### config.mk
export PLATFORM = sky130hd
export DESIGN_NAME = ppm_p6_stream_decoder_unit
export DESIGN_NICKNAME = d
export VERILOG_FILES = /design/src/rtl/ppmdec_pkg.sv /design/src/rtl/ppmdec_core.sv /design/src/rtl/ppmdec_rsp_queue.sv /design/src/rtl/ppm_p6_stream_decoder_unit.sv
export SDC_FILE = /design/constraint.sdc
export NUM_CORES = 2
export LEC_CHECK = 0
export BUFFER_PORTS_ARGS = -buffer_cell sky130_fd_sc_hd__buf_2
export CORE_ASPECT_RATIO = 0.7
export CORE_MARGIN = 1
export CORE_UTILIZATION = 55
export CTS_CLUSTER_DIAMETER = 100
export DETAILED_ROUTE_END_ITERATION = 6
export GPL_TIMING_DRIVEN = 0
export PLACE_DENSITY_LB_ADDON = 0.3
export SETUP_SLACK_MARGIN = 0.15
export SYNTH_ARGS = -nofsm -noshare
export SYNTH_HDL_FRONTEND = slang
export SYNTH_SLANG_ARGS = --single-unit
### constraint.sdc
create_clock -name clock -period 18.26 [get_ports clock]
set_clock_uncertainty 0.1 [all_clocks]
set_input_delay 1.826 -clock clock [delete_from_list [all_inputs] [get_ports clock]]
set_output_delay 1.826 -clock clock [all_outputs]
set_load 0.05 [all_outputs]
### src/rtl/ppmdec_pkg.sv
// ============================================================================
// ppmdec_pkg
// shared types, codes and constants of the ppm p6 stream decoder
// ============================================================================
package ppmdec_pkg;

   typedef enum logic [2:0] {
      PH_MAGIC,
      PH_WIDTH,
      PH_HEIGHT,
      PH_MAXVAL,
      PH_PIXELS,
      PH_DONE
   } phase_type;

   typedef enum logic [2:0] {
      ST_OK     = 3'd0,
      ST_MAGIC  = 3'd1,
      ST_DIMS   = 3'd2,
      ST_MAXVAL = 3'd3,
      ST_TRUNC  = 3'd4
   } status_type;

   typedef enum logic [1:0] {
      KIND_HEADER = 2'd0,
      KIND_PIXEL  = 2'd1,
      KIND_STATUS = 2'd2
   } kind_type;

   localparam logic [7:0] CH_SPACE = 8'h20;
   localparam logic [7:0] CH_TAB   = 8'h09;
   localparam logic [7:0] CH_LF    = 8'h0A;
   localparam logic [7:0] CH_CR    = 8'h0D;
   localparam logic [7:0] CH_FF    = 8'h0C;
   localparam logic [7:0] CH_HASH  = 8'h23;
   localparam logic [7:0] CH_P     = 8'h50;
   localparam logic [7:0] CH_SIX   = 8'h36;
   localparam logic [7:0] CH_ZERO  = 8'h30;
   localparam logic [7:0] CH_NINE  = 8'h39;

   localparam logic [7:0] MAXVAL_ONLY  = 8'd255;
   localparam logic [7:0] ALPHA_OPAQUE = 8'd255;

   localparam int QUEUE_DEPTH = 4;
   localparam int QUEUE_PTR_W = 2;
   localparam int QUEUE_CNT_W = 3;

   typedef struct packed {
      kind_type    kind;
      logic [15:0] image_width;
      logic [15:0] image_height;
      logic [7:0]  red;
      logic [7:0]  green;
      logic [7:0]  blue;
      logic [7:0]  alpha;
      status_type  status;
      logic        is_last;
   } rsp_item_type;

   typedef struct packed {
      logic [1:0]   count;
      rsp_item_type res_a;
      rsp_item_type res_b;
   } push_type;

   localparam rsp_item_type ITEM_NONE = '{
      kind: KIND_HEADER, image_width: 16'd0, image_height: 16'd0,
      red: 8'd0, green: 8'd0, blue: 8'd0, alpha: 8'd0,
      status: ST_OK, is_last: 1'b0
   };

   function automatic logic is_space(input logic [7:0] b);
      return (b == CH_SPACE) || (b == CH_TAB) || (b == CH_LF) ||
             (b == CH_CR) || (b == CH_FF);
   endfunction

   function automatic rsp_item_type status_item(input status_type st);
      rsp_item_type it;
      it         = ITEM_NONE;
      it.kind    = KIND_STATUS;
      it.status  = st;
      it.is_last = 1'b1;
      return it;
   endfunction

endpackage

### src/rtl/ppmdec_core.sv
// ============================================================================
// ppmdec_core
// input byte register, header tokenizer and pixel assembly; produces up to
// two result items per byte for the result queue
// ============================================================================
module ppmdec_core import ppmdec_pkg::*; #(
   parameter int DIM_BITS = 16
) (
   input  logic       clock,
   input  logic       reset,
   input  logic       req_tvalid,
   output logic       req_tready,
   input  logic [7:0] req_byte,
   input  logic       req_eof,
   input  logic       room,
   output push_type   push
);

   localparam int AccW  = (DIM_BITS > 8) ? DIM_BITS : 8;
   localparam int CalcW = AccW + 4;
   localparam int PixW  = 2 * DIM_BITS;
   localparam int WideW = DIM_BITS + 16;
   localparam logic [CalcW-1:0] DimMax      = CalcW'((65'd1 << DIM_BITS) - 65'd1);
   localparam logic [CalcW-1:0] MaxvalLimit = CalcW'(MAXVAL_ONLY);

   logic                in_valid_ff, in_valid_in;
   logic [7:0]          in_byte_ff, in_byte_in;
   logic                in_eof_ff, in_eof_in;
   phase_type           phase_ff, phase_in;
   logic                comment_ff, comment_in;
   logic [1:0]          tok_len_ff, tok_len_in;
   logic [AccW-1:0]     acc_ff, acc_in;
   logic [DIM_BITS-1:0] width_ff, width_in;
   logic [DIM_BITS-1:0] height_ff, height_in;
   logic [PixW-1:0]     pix_left_ff, pix_left_in;
   logic [1:0]          chan_ff, chan_in;
   logic [7:0]          red_ff, red_in;
   logic [7:0]          green_ff, green_in;

   logic                take;
   logic [CalcW-1:0]    acc_calc;
   logic [CalcW-1:0]    lim;
   status_type          num_err;
   logic                is_digit;
   logic [WideW-1:0]    width_wide;
   logic [WideW-1:0]    height_wide;
   rsp_item_type        res_v [2];
   logic [1:0]          n;

   assign take       = in_valid_ff & room;
   assign req_tready = ~in_valid_ff | room;

   assign acc_calc    = CalcW'({acc_ff, 3'b000}) + CalcW'({acc_ff, 1'b0}) +
                        CalcW'(in_byte_ff[3:0]);
   assign is_digit    = (in_byte_ff >= CH_ZERO) && (in_byte_ff <= CH_NINE);
   assign lim         = (phase_ff == PH_MAXVAL) ? MaxvalLimit : DimMax;
   assign num_err     = (phase_ff == PH_MAXVAL) ? ST_MAXVAL : ST_DIMS;
   assign width_wide  = WideW'(width_ff);
   assign height_wide = WideW'(height_ff);

   always_comb begin
      in_valid_in = in_valid_ff;
      in_byte_in  = in_byte_ff;
      in_eof_in   = in_eof_ff;
      phase_in    = phase_ff;
      comment_in  = comment_ff;
      tok_len_in  = tok_len_ff;
      acc_in      = acc_ff;
      width_in    = width_ff;
      height_in   = height_ff;
      pix_left_in = pix_left_ff;
      chan_in     = chan_ff;
      red_in      = red_ff;
      green_in    = green_ff;
      res_v[0]    = ITEM_NONE;
      res_v[1]    = ITEM_NONE;
      n           = 2'd0;

      if (take) begin
         in_valid_in = 1'b0;
      end
      if (req_tvalid && req_tready) begin
         in_valid_in = 1'b1;
         in_byte_in  = req_byte;
         in_eof_in   = req_eof;
      end

      if (take) begin
         case (phase_ff)
            PH_DONE: begin
            end
            PH_PIXELS: begin
               case (chan_ff)
                  2'd0: begin
                     red_in  = in_byte_ff;
                     chan_in = 2'd1;
                  end
                  2'd1: begin
                     green_in = in_byte_ff;
                     chan_in  = 2'd2;
                  end
                  default: begin
                     res_v[n[0]]       = ITEM_NONE;
                     res_v[n[0]].kind  = KIND_PIXEL;
                     res_v[n[0]].red   = red_ff;
                     res_v[n[0]].green = green_ff;
                     res_v[n[0]].blue  = in_byte_ff;
                     res_v[n[0]].alpha = ALPHA_OPAQUE;
                     n                 = n + 2'd1;
                     chan_in           = 2'd0;
                     pix_left_in       = pix_left_ff - PixW'(1);
                     if (pix_left_ff == PixW'(1)) begin
                        res_v[n[0]] = status_item(ST_OK);
                        n           = n + 2'd1;
                        phase_in    = PH_DONE;
                     end
                  end
               endcase
            end
            default: begin
               if (comment_ff) begin
                  if (in_byte_ff == CH_LF) begin
                     comment_in = 1'b0;
                  end
               end else if (tok_len_ff == 2'd0 && is_space(in_byte_ff)) begin
               end else if (tok_len_ff == 2'd0 && in_byte_ff == CH_HASH) begin
                  comment_in = 1'b1;
               end else if (is_space(in_byte_ff)) begin
                  case (phase_ff)
                     PH_MAGIC: begin
                        if (tok_len_ff == 2'd2) begin
                           phase_in   = PH_WIDTH;
                           tok_len_in = 2'd0;
                           acc_in     = '0;
                        end else begin
                           res_v[n[0]] = status_item(ST_MAGIC);
                           n           = n + 2'd1;
                           phase_in    = PH_DONE;
                        end
                     end
                     PH_WIDTH: begin
                        width_in   = acc_ff[DIM_BITS-1:0];
                        phase_in   = PH_HEIGHT;
                        tok_len_in = 2'd0;
                        acc_in     = '0;
                     end
                     PH_HEIGHT: begin
                        height_in  = acc_ff[DIM_BITS-1:0];
                        phase_in   = PH_MAXVAL;
                        tok_len_in = 2'd0;
                        acc_in     = '0;
                     end
                     default: begin
                        if (acc_ff == AccW'(MAXVAL_ONLY)) begin
                           res_v[n[0]]              = ITEM_NONE;
                           res_v[n[0]].kind         = KIND_HEADER;
                           res_v[n[0]].image_width  = width_wide[15:0];
                           res_v[n[0]].image_height = height_wide[15:0];
                           n                        = n + 2'd1;
                           pix_left_in = PixW'(width_ff) * PixW'(height_ff);
                           chan_in     = 2'd0;
                           tok_len_in  = 2'd0;
                           phase_in    = PH_PIXELS;
                           if (width_ff == '0 || height_ff == '0) begin
                              res_v[n[0]] = status_item(ST_OK);
                              n           = n + 2'd1;
                              phase_in    = PH_DONE;
                           end
                        end else begin
                           res_v[n[0]] = status_item(ST_MAXVAL);
                           n           = n + 2'd1;
                           phase_in    = PH_DONE;
                        end
                     end
                  endcase
               end else if (phase_ff == PH_MAGIC) begin
                  if ((tok_len_ff == 2'd0 && in_byte_ff == CH_P) ||
                      (tok_len_ff == 2'd1 && in_byte_ff == CH_SIX)) begin
                     tok_len_in = tok_len_ff + 2'd1;
                  end else begin
                     res_v[n[0]] = status_item(ST_MAGIC);
                     n           = n + 2'd1;
                     phase_in    = PH_DONE;
                  end
               end else if (!is_digit) begin
                  res_v[n[0]] = status_item(num_err);
                  n           = n + 2'd1;
                  phase_in    = PH_DONE;
               end else begin
                  acc_in     = acc_calc[AccW-1:0];
                  tok_len_in = 2'd1;
                  if (acc_calc > lim) begin
                     res_v[n[0]] = status_item(num_err);
                     n           = n + 2'd1;
                     phase_in    = PH_DONE;
                  end
               end
            end
         endcase

         if (in_eof_ff) begin
            case (phase_in)
               PH_PIXELS: begin
                  res_v[n[0]] = status_item(ST_TRUNC);
                  n           = n + 2'd1;
               end
               PH_MAGIC: begin
                  res_v[n[0]] = status_item((tok_len_in == 2'd2) ? ST_DIMS : ST_MAGIC);
                  n           = n + 2'd1;
               end
               PH_WIDTH: begin
                  res_v[n[0]] = status_item(ST_DIMS);
                  n           = n + 2'd1;
               end
               PH_HEIGHT: begin
                  res_v[n[0]] = status_item((tok_len_in != 2'd0) ? ST_MAXVAL : ST_DIMS);
                  n           = n + 2'd1;
               end
               PH_MAXVAL: begin
                  res_v[n[0]] = status_item(
                     (tok_len_in != 2'd0 && acc_in == AccW'(MAXVAL_ONLY)) ?
                     ST_TRUNC : ST_MAXVAL);
                  n           = n + 2'd1;
               end
               default: begin
               end
            endcase
            phase_in    = PH_MAGIC;
            comment_in  = 1'b0;
            tok_len_in  = 2'd0;
            acc_in      = '0;
            width_in    = '0;
            height_in   = '0;
            pix_left_in = '0;
            chan_in     = 2'd0;
            red_in      = 8'd0;
            green_in    = 8'd0;
         end
      end
   end

   assign push.count = n;
   assign push.res_a = res_v[0];
   assign push.res_b = res_v[1];

   always_ff @(posedge clock) begin
      if (reset) begin
         in_valid_ff <= 1'b0;
         phase_ff    <= PH_MAGIC;
         comment_ff  <= 1'b0;
         tok_len_ff  <= 2'd0;
         acc_ff      <= '0;
         width_ff    <= '0;
         height_ff   <= '0;
         pix_left_ff <= '0;
         chan_ff     <= 2'd0;
         red_ff      <= 8'd0;
         green_ff    <= 8'd0;
      end else begin
         in_valid_ff <= in_valid_in;
         phase_ff    <= phase_in;
         comment_ff  <= comment_in;
         tok_len_ff  <= tok_len_in;
         acc_ff      <= acc_in;
         width_ff    <= width_in;
         height_ff   <= height_in;
         pix_left_ff <= pix_left_in;
         chan_ff     <= chan_in;
         red_ff      <= red_in;
         green_ff    <= green_in;
      end
   end

   always_ff @(posedge clock) begin
      in_byte_ff <= in_byte_in;
      in_eof_ff  <= in_eof_in;
   end

endmodule

### src/rtl/ppmdec_rsp_queue.sv
// ============================================================================
// ppmdec_rsp_queue
// four-entry result queue; takes up to two items per cycle, hands out one
// ============================================================================
module ppmdec_rsp_queue import ppmdec_pkg::*; (
   input  logic         clock,
   input  logic         reset,
   input  push_type     push,
   input  logic         pop_ready,
   output logic         out_valid,
   output rsp_item_type out_item,
   output logic         room
);

   rsp_item_type           q_ff [QUEUE_DEPTH];
   rsp_item_type           q_in [QUEUE_DEPTH];
   logic [QUEUE_PTR_W-1:0] wr_ptr_ff, wr_ptr_in;
   logic [QUEUE_PTR_W-1:0] rd_ptr_ff, rd_ptr_in;
   logic [QUEUE_CNT_W-1:0] count_ff, count_in;
   logic [QUEUE_PTR_W-1:0] wr_next;
   logic                   pop;

   assign out_valid = (count_ff != '0);
   assign out_item  = q_ff[rd_ptr_ff];
   assign room      = (count_ff <= QUEUE_CNT_W'(QUEUE_DEPTH - 2));
   assign pop       = out_valid & pop_ready;
   assign wr_next   = wr_ptr_ff + QUEUE_PTR_W'(1);

   always_comb begin
      q_in = q_ff;
      if (push.count != 2'd0) begin
         q_in[wr_ptr_ff] = push.res_a;
      end
      if (push.count == 2'd2) begin
         q_in[wr_next] = push.res_b;
      end
      wr_ptr_in = wr_ptr_ff + QUEUE_PTR_W'(push.count);
      rd_ptr_in = rd_ptr_ff + QUEUE_PTR_W'(pop);
      count_in  = count_ff + QUEUE_CNT_W'(push.count) - QUEUE_CNT_W'(pop);
   end

   always_ff @(posedge clock) begin
      if (reset) begin
         wr_ptr_ff <= '0;
         rd_ptr_ff <= '0;
         count_ff  <= '0;
      end else begin
         wr_ptr_ff <= wr_ptr_in;
         rd_ptr_ff <= rd_ptr_in;
         count_ff  <= count_in;
      end
   end

   always_ff @(posedge clock) begin
      q_ff <= q_in;
   end

endmodule

### src/rtl/ppm_p6_stream_decoder_unit.sv
// ============================================================================
// ppm_p6_stream_decoder_unit
// binary ppm (p6) byte stream decoder: header result, rgba pixels, status
// ============================================================================
// path: an accepted byte is held in the input byte register, decoded once the
//   result queue has room, and its results are written into the queue that drives rsp
// throughput: one byte per cycle while the result queue has room, set by the decode stage; a
//   byte with two results takes two slots of the four-entry result queue
// reset: synchronous, clears the parser state and empties the queue
module ppm_p6_stream_decoder_unit import ppmdec_pkg::*; #(
   parameter int DIM_BITS = 16
) (
   input  logic        clock,
   input  logic        reset,
   input  logic        req_tvalid,
   output logic        req_tready,
   input  logic [7:0]  req_tdata,   // byte_value
   input  logic        req_tlast,   // end_of_file
   output logic        rsp_tvalid,
   input  logic        rsp_tready,
   output logic [71:0] rsp_tdata,   // image_width, image_height, red, green, blue, alpha, status
   output logic [1:0]  rsp_tuser,   // kind
   output logic        rsp_tlast    // is_last
);

   push_type     push;
   logic         q_room;
   rsp_item_type head;

   ppmdec_core #(
      .DIM_BITS (DIM_BITS)
   ) u_core (
      .clock      (clock),
      .reset      (reset),
      .req_tvalid (req_tvalid),
      .req_tready (req_tready),
      .req_byte   (req_tdata),
      .req_eof    (req_tlast),
      .room       (q_room),
      .push       (push)
   );

   ppmdec_rsp_queue u_queue (
      .clock     (clock),
      .reset     (reset),
      .push      (push),
      .pop_ready (rsp_tready),
      .out_valid (rsp_tvalid),
      .out_item  (head),
      .room      (q_room)
   );

   assign rsp_tdata = {5'b00000, head.status, head.alpha, head.blue, head.green,
                       head.red, head.image_height, head.image_width};
   assign rsp_tuser = head.kind;
   assign rsp_tlast = head.is_last;

   a_pixel_alpha: assert property (@(posedge clock) disable iff (reset)
      (rsp_tvalid && rsp_tuser == KIND_PIXEL) |-> (rsp_tdata[63:56] == ALPHA_OPAQUE))
      else $error("pixel result without opaque alpha");

   a_last_on_status: assert property (@(posedge clock) disable iff (reset)
      rsp_tvalid |-> (rsp_tlast == (rsp_tuser == KIND_STATUS)))
      else $error("is_last does not match status kind");

   a_full_has_data: assert property (@(posedge clock) disable iff (reset)
      !q_room |-> rsp_tvalid)
      else $error("queue without room shows no result");

   a_reset_empty: assert property (@(posedge clock)
      $past(reset) |-> !rsp_tvalid)
      else $error("result valid right after reset");

endmodule
---- Yosys cells after proc, flatten, opt, wreduce, memory -nomap -nowiden ----
Cells that the tools add are included.
word-level totals
  bits in registers ....................... 401
  logic and storage cells ................. 318
  output and inout bits ................... 77
operators by class
  reductions and logical operators ........ 46
  bitwise logic cells ..................... 14
  add/sub/neg operators ................... 10
  mux-type cells .......................... 149
  magnitude comparators ................... 11
  eq/ne operators ......................... 35
  $mul .................................... 1
operators with widths
  operator                                                                 number
  70-bit two-way mux                                                       17
  140-bit two-way mux                                                      6
  140-bit case mux with 5 select lines                                     1
  280-bit bitwise mux                                                      2
  280-bit two-way mux                                                      2
  140-bit bitwise mux                                                      3
  16-bit two-way mux                                                       25
  70-bit demux with 2-bit select                                           2
  140-bit case mux with 2 select lines                                     1
  134-bit bitwise AND                                                      2
  134-bit inverter                                                         2
  32-bit two-way mux                                                       8
  70-bit binary-select mux with 2-bit select                               1
  70-bit case mux with 2 select lines                                      1
  139-bit two-way mux                                                      1
  70-bit demux with 1-bit select                                           1
  2-bit two-way mux                                                        34
  32-bit case mux with 2 select lines                                      1
  8-bit two-way mux                                                        6
  3-bit two-way mux                                                        15
  16-bit by 8-bit equality test with 1-bit output (second input constant)  2
  32-bit by 1-bit equality test with 1-bit output (second input constant)  1
  8-bit by 4-bit equality test with 1-bit output (second input constant)   4
  16-bit logical NOT                                                       2
  52 further kinds                                                         126

---- Logic depth before layout (Yosys ltp) ----
  word-level depth ........................ 26
  mapped depth ............................ 28

---- By module ----
Synthesis repeated with hierarchy kept, for this count alone.
unflattened totals
  cell total of the unflattened synthesis .. 3,710
  area, all modules ....................... 30,968.5 sq um
by module, submodules not included
  module                      times used  area an instance (sq um)  cells an instance  seq. area each (sq um)
  ppmdec_core                 1           16,973.8                  2,079              2,372.3
  ppmdec_rsp_queue            1           13,953.4                  1,625              5,745.5
  ppm_p6_stream_decoder_unit  1           41.3                      6                  0.0

---- Worst setup path after synthesis ----
No wires, ideal clock.
  path kind ............................... flip-flop to flip-flop
  start ................................... reg u_core.width_ff[13]
  end ..................................... reg u_core.pix_left_ff[31]
  arrival time ............................ 6.246 ns
  period minus slack after synthesis ...... 6.405 ns
  cell stages (with the launch flop) ...... 25
  required time ........................... 18.101 ns
  path slack .............................. 11.855 ns
  path buffers ............................ 1
  cell sequence ........................... dfxtp_1 -> clkbuf_1 -> nand2_1 -> fa_1 -> inv_1 -> fa_1 -> inv_1 -> fa_1 -> inv_1 -> fa_1 -> inv_1 -> fa_1 -> inv_1 -> fa_1 -> ha_1 -> and3_1 -> and3_1 -> a21oi_1 -> nand3_1 -> o31a_1 -> o21ai_0 -> a31oi_1 -> a31o_2 -> a2111oi_0 -> o221a_2
on the way
  word-level cells in the longest chain between the ends .. 9
RTL lines
  item                                            RTL line            RTL
  start: declaration                              ppmdec_core.sv:33   logic [DIM_BITS-1:0] width_ff, width_in;
  start signal: assignment                        ppmdec_core.sv:265  width_ff <= width_in;
  16-bit by 16-bit multiplier with 32-bit output  ppmdec_core.sv:160  pix_left_in = PixW'(width_ff) * PixW'(height_ff);
  32-bit two-way mux                              ppmdec_core.sv:154  if (acc_ff == AccW'(MAXVAL_ONLY)) begin
  32-bit two-way mux                              ppmdec_core.sv:129  case (phase_ff)
  32-bit two-way mux                              ppmdec_core.sv:128  end else if (is_space(in_byte_ff)) begin
  32-bit two-way mux                              ppmdec_core.sv:126  end else if (tok_len_ff == 2'd0 && in_byte_ff == CH_HASH) begin
  32-bit two-way mux                              ppmdec_core.sv:125  end else if (tok_len_ff == 2'd0 && is_space(in_byte_ff)) begin
  32-bit two-way mux                              ppmdec_core.sv:121  if (comment_ff) begin
  32-bit case mux with 2 select lines             ppmdec_core.sv:89   case (phase_ff)
  32-bit two-way mux                              ppmdec_core.sv:201  if (in_eof_ff) begin
  end signal: assignment                          ppmdec_core.sv:267  pix_left_ff <= pix_left_in;
  end: declaration                                ppmdec_core.sv:35   logic [PixW-1:0] pix_left_ff, pix_left_in;
Every way passes these cells. The select of a mux whose other input is x is not followed.
A chain may end at the register's enable or synchronous reset.

==> results.json <==
{
  "crit_path_cell_trace": "clkbuf_1, inv_1, fa_1, inv_1, ha_1, a211oi_1, o21ai_1, a31oi_1, a21oi_1, xnor2_1, ha_1, and4_1, a2111oi_0, a31oi_1, a21oi_1, o2111ai_2, o31a_1, o32a_2, mux2i_4, nor2_1, buf_2, buf_1, nand3_1, a21oi_1",
  "buf_inv_stages_crit_path": 5,
  "cts.clk_slew.worst_paths_ns": 0.07,
  "cap_violations": 0,
  "clk_root_buffer_cell": "clkbuf_16",
  "first_global_vias": 23698,
  "leakage_nw": 12.5,
  "detail_route.vias_per_cell": 6.14,
  "synth-async-reset-ratio": 0,
  "seq_area_frac_synth": 0.292,
  "yosys.cell_types.count": 75,
  "worst_path_max_delay_cell": "buf_1",
  "worstReg2RegStart": "u_core.in_byte_ff[3]$_DFFE_PP_",
  "totalNegativeSetupSlack_ns": 0,
  "ir_drop_v": 0.0000775,
  "run_status": "finished clean",
  "synth-edff-count": 9,
  "worstHoldStart": "u_queue.q_ff[132]$_DFF_P_",
  "placed_area_um2": 29100,
  "grtUsageTotal": 0.351,
  "postLayoutCellArea_um2": 30300,
  "cts_repair_resize_count": 0,
  "tritoncts_clock_tree": "built",
  "reg2regPathDepth": 24,
  "number_of_storage_elements_in_the_synthesis_netlist": 401,
  "std_cell_rows": 68,
  "timing.setup.critical_path_class": "flip-flop to flip-flop",
  "routedWlPerCell_um": 22.2,
  "cp-start-kind": "flip-flop",
  "min-delay-path-class": "flip-flop to flip-flop",
  "route.final.wire_length_um": 91200,
  "detail_route.drc_violations": 0,
  "timing_max_transition_violations_final": 0,
  "chipWidth_um": 271,
  "initial_utilization": 0.560,
  "hpwl_um": 69000,
  "timing.final.crit_share": 0.430,
  "required_ns": 18.63,
  "critPathCaptureType": "flip-flop",
  "netlist_area_um2": 27800,
  "die_h_um": 190,
  "numPortBuffers": 83,
  "grt_antenna_before_repair": 0,
  "timing.rr.end": "u_queue.q_ff[88]$_DFF_P_",
  "worst-r2r-setup-slack_ns": 10.42,
  "max_freq_mhz": 127,
  "post-route-min-period_ns": 7.84,
  "synth.yosys.warnings": 0,
  "postCtsHoldBufs": 0,
  "nets": 3777,
  "layout-area-overhead-vs-synth_pct": 8.99,
  "grt-ovfl-total": 0,
  "post_synth_inst_count": 3283,
  "unrepaired_setup_endpoints_after_global_routing": "no",
  "grt_max_degree": 16,
  "fp.coreArea_um2": 49600,
  "worstHoldEndpoint": "u_queue.q_ff[132]$_DFF_P_",
  "cts_post_setup_buffers_inserted": 0,
  "max-slew-margin-rel": 0.245,
  "firstDrtPassIters": 6,
  "finalSetupViolations": 0,
  "cpLargestDelayFamily": "compound AO/OA/AOI/OAI gates",
  "most_frequent_cell_on_critical_path": "a21oi_1",
  "routed-via-count": 25223,
  "clock_tree.htree_level_count": 2,
  "whs_path_depth": 2,
  "cts_buffers": 39,
  "clock_latency_ns": 0.56,
  "worst-path-max-fanout": 10,
  "power_per_cell_area_nw_per_um2": 69.4,
  "cts_buffer_depth": 3,
  "average_footprint_of_a_synthesized_cell_um2": 8.47,
  "synth_ff_type": "dfxtp_1",
  "fillers": 4314,
  "first_drt_iteration_drcs": 3545,
  "ioPinCount": 90,
  "detail-route-antenna-nets": 0,
  "hold_violation_count_in_the_final_report": 0,
  "gp_weighted_congestion": 0.979,
  "drive_above_1_share": 0.0843,
  "numClockSinks": 401,
  "grt_first_pass_wirelength_um": 139000,
  "worstMarginPinSlew_ns": 1.13,
  "dieArea_um2": 51500,
  "crit_path_max_incr_delay_ns": 0.62,
  "worst-endpoint-arrival_ns": 8.22
}
## Yosys cell counts (15+ instances only)
cell         n  area [µm²]
mux2i_1     51         510
or3_1       15        93.8
xor2_1      23         201
mux4_2      70        1580
xnor2_1     41         359
dfxtp_1    392        7850
a22oi_1     26         195
nor2b_1     34         213
inv_1      260         976
clkbuf_1   177         664
buf_1       18        67.6
nand3_1    242        1210
nor2_1     223         837
and2_1      94         588
a21o_1      18         135
ha_1       155        1940
nor4_1      22         138
nand2b_1    22         138
a21oi_1    380        1900
o21ai_0     41         205
a2111oi_0   15         131
buf_2       46         230
fa_1       197        3940
nand2_1    499        1870
nor3_1      46         230
## through the flow
step	power, mW	std cells	hold slack [ns]	utilization	setup WS, ns
detailed placement	1.30	4036	0.343	0.586	10.70
finish	2.10	4105	0.356	0.611	10.42
global route	2.16	4104	0.367	0.611	10.20
global placement	1.30	4035	0.335	0.586	10.71
floorplan	1.20	3287	0.329	-	11.86
CTS	2.09	4104	0.352	0.611	10.63
## where the power goes
part           switching, mW  leakage (nW)  internal (mW)  total [mW]
Sequential            0.0188          3.25          0.900       0.919
Clock                  0.374         0.611          0.437       0.811
Combinational          0.251          8.67          0.121       0.372
Total                  0.643          12.5           1.46        2.10
## layer usage
layer	global-route usage	vias up	routed length (µm)
met4	0.0837	0	2100
met3	0.146	169	14900
met2	0.455	1712	34800
met1	0.527	12046	39400
li1	-	11296	-
met5	0	-	0
## flip-flops by register name, summed over array words and instances, names as in the netlist, 3 cells and up
name                flops
u_queue.count_ff        3
u_core.acc_ff          16
u_core.red_ff           8
u_core.green_ff         8
u_core.height_ff       16
u_core.in_byte_ff       8
u_core.pix_left_ff     32
u_core.width_ff        16
u_core.phase_ff         3
u_queue.q_ff          280
## placed cells by master, fill, tap and decap left out, types with 13 or more instances in the layout
master     count
nand2_1      499
dfxtp_1      392
a21oi_1      380
inv_1        260
nand3_1      242
nor2_1       223
fa_1         197
clkbuf_1     184
ha_1         155
buf_2        129
and2_1        94
mux4_2        70
mux2i_1       51
nor3_1        45
o21ai_0       41
xnor2_1       41
clkbuf_16     39
nor2b_1       34
a22oi_1       26
xor2_1        23
nand2b_1      22
nor4_1        22
buf_1         18
a21o_1        18
a2111oi_0     15
or3_1         15
o21a_1        13
## worst max path at each step
stage	startpoint	endpoint	cells past startpoint	slack (ns)
floorplan	u_core.width_ff[13]$_SDFFE_PP0P_	u_core.pix_left_ff[31]$_SDFFE_PP0P_	24	11.86
global placement	u_core.height_ff[1]$_SDFFE_PP0P_	u_core.pix_left_ff[30]$_SDFFE_PP0P_	25	10.71
detailed placement	u_core.width_ff[12]$_SDFFE_PP0P_	u_core.pix_left_ff[30]$_SDFFE_PP0P_	25	10.70
CTS	u_core.width_ff[12]$_SDFFE_PP0P_	u_core.pix_left_ff[30]$_SDFFE_PP0P_	25	10.63
global route	u_core.width_ff[13]$_SDFFE_PP0P_	u_core.pix_left_ff[31]$_SDFFE_PP0P_	24	10.20
finish	u_core.in_byte_ff[3]$_DFFE_PP_	u_queue.q_ff[88]$_DFF_P_	24	10.42
## logic make-up (layout without fill, tap and decap cells)
logic type               count (synthesis)  count (layout)  synth area share
XOR/XNOR                                64              64            0.0202
AND/OR/NAND/NOR                       1253            1253             0.206
other                                    1               6          0.000135
flip-flops                             401             401             0.292
multiplexers                           123             123            0.0763
adder cells (fa/ha/maj)                352             352             0.212
buffers and inverters                  508             660            0.0716
AO/OA/AOI/OAI                          581             581             0.122
## final cells by class
class | count | area [µm²] | share of cell area
multi-input cells | 2378 | 17700 | 0.584
flip-flops and latches | 401 | 8120 | 0.268
clock buffers | 52 | 1080 | 0.0358
plain buffers | 248 | 1010 | 0.0335
inverters | 260 | 976 | 0.0322
well taps | 665 | 832 | 0.0275
repair buffers | 84 | 423 | 0.0140
clock inverters | 16 | 138 | 0.00454
diodes | 1 | 2.50 | 0.0000826
## tightest hold or removal path, stage by stage, from the launching register on
cell	delay, ns
dfxtp_1	0.31
nand2_1	0.05
a21oi_1	0.05
(Power assumes the default switching activity.)
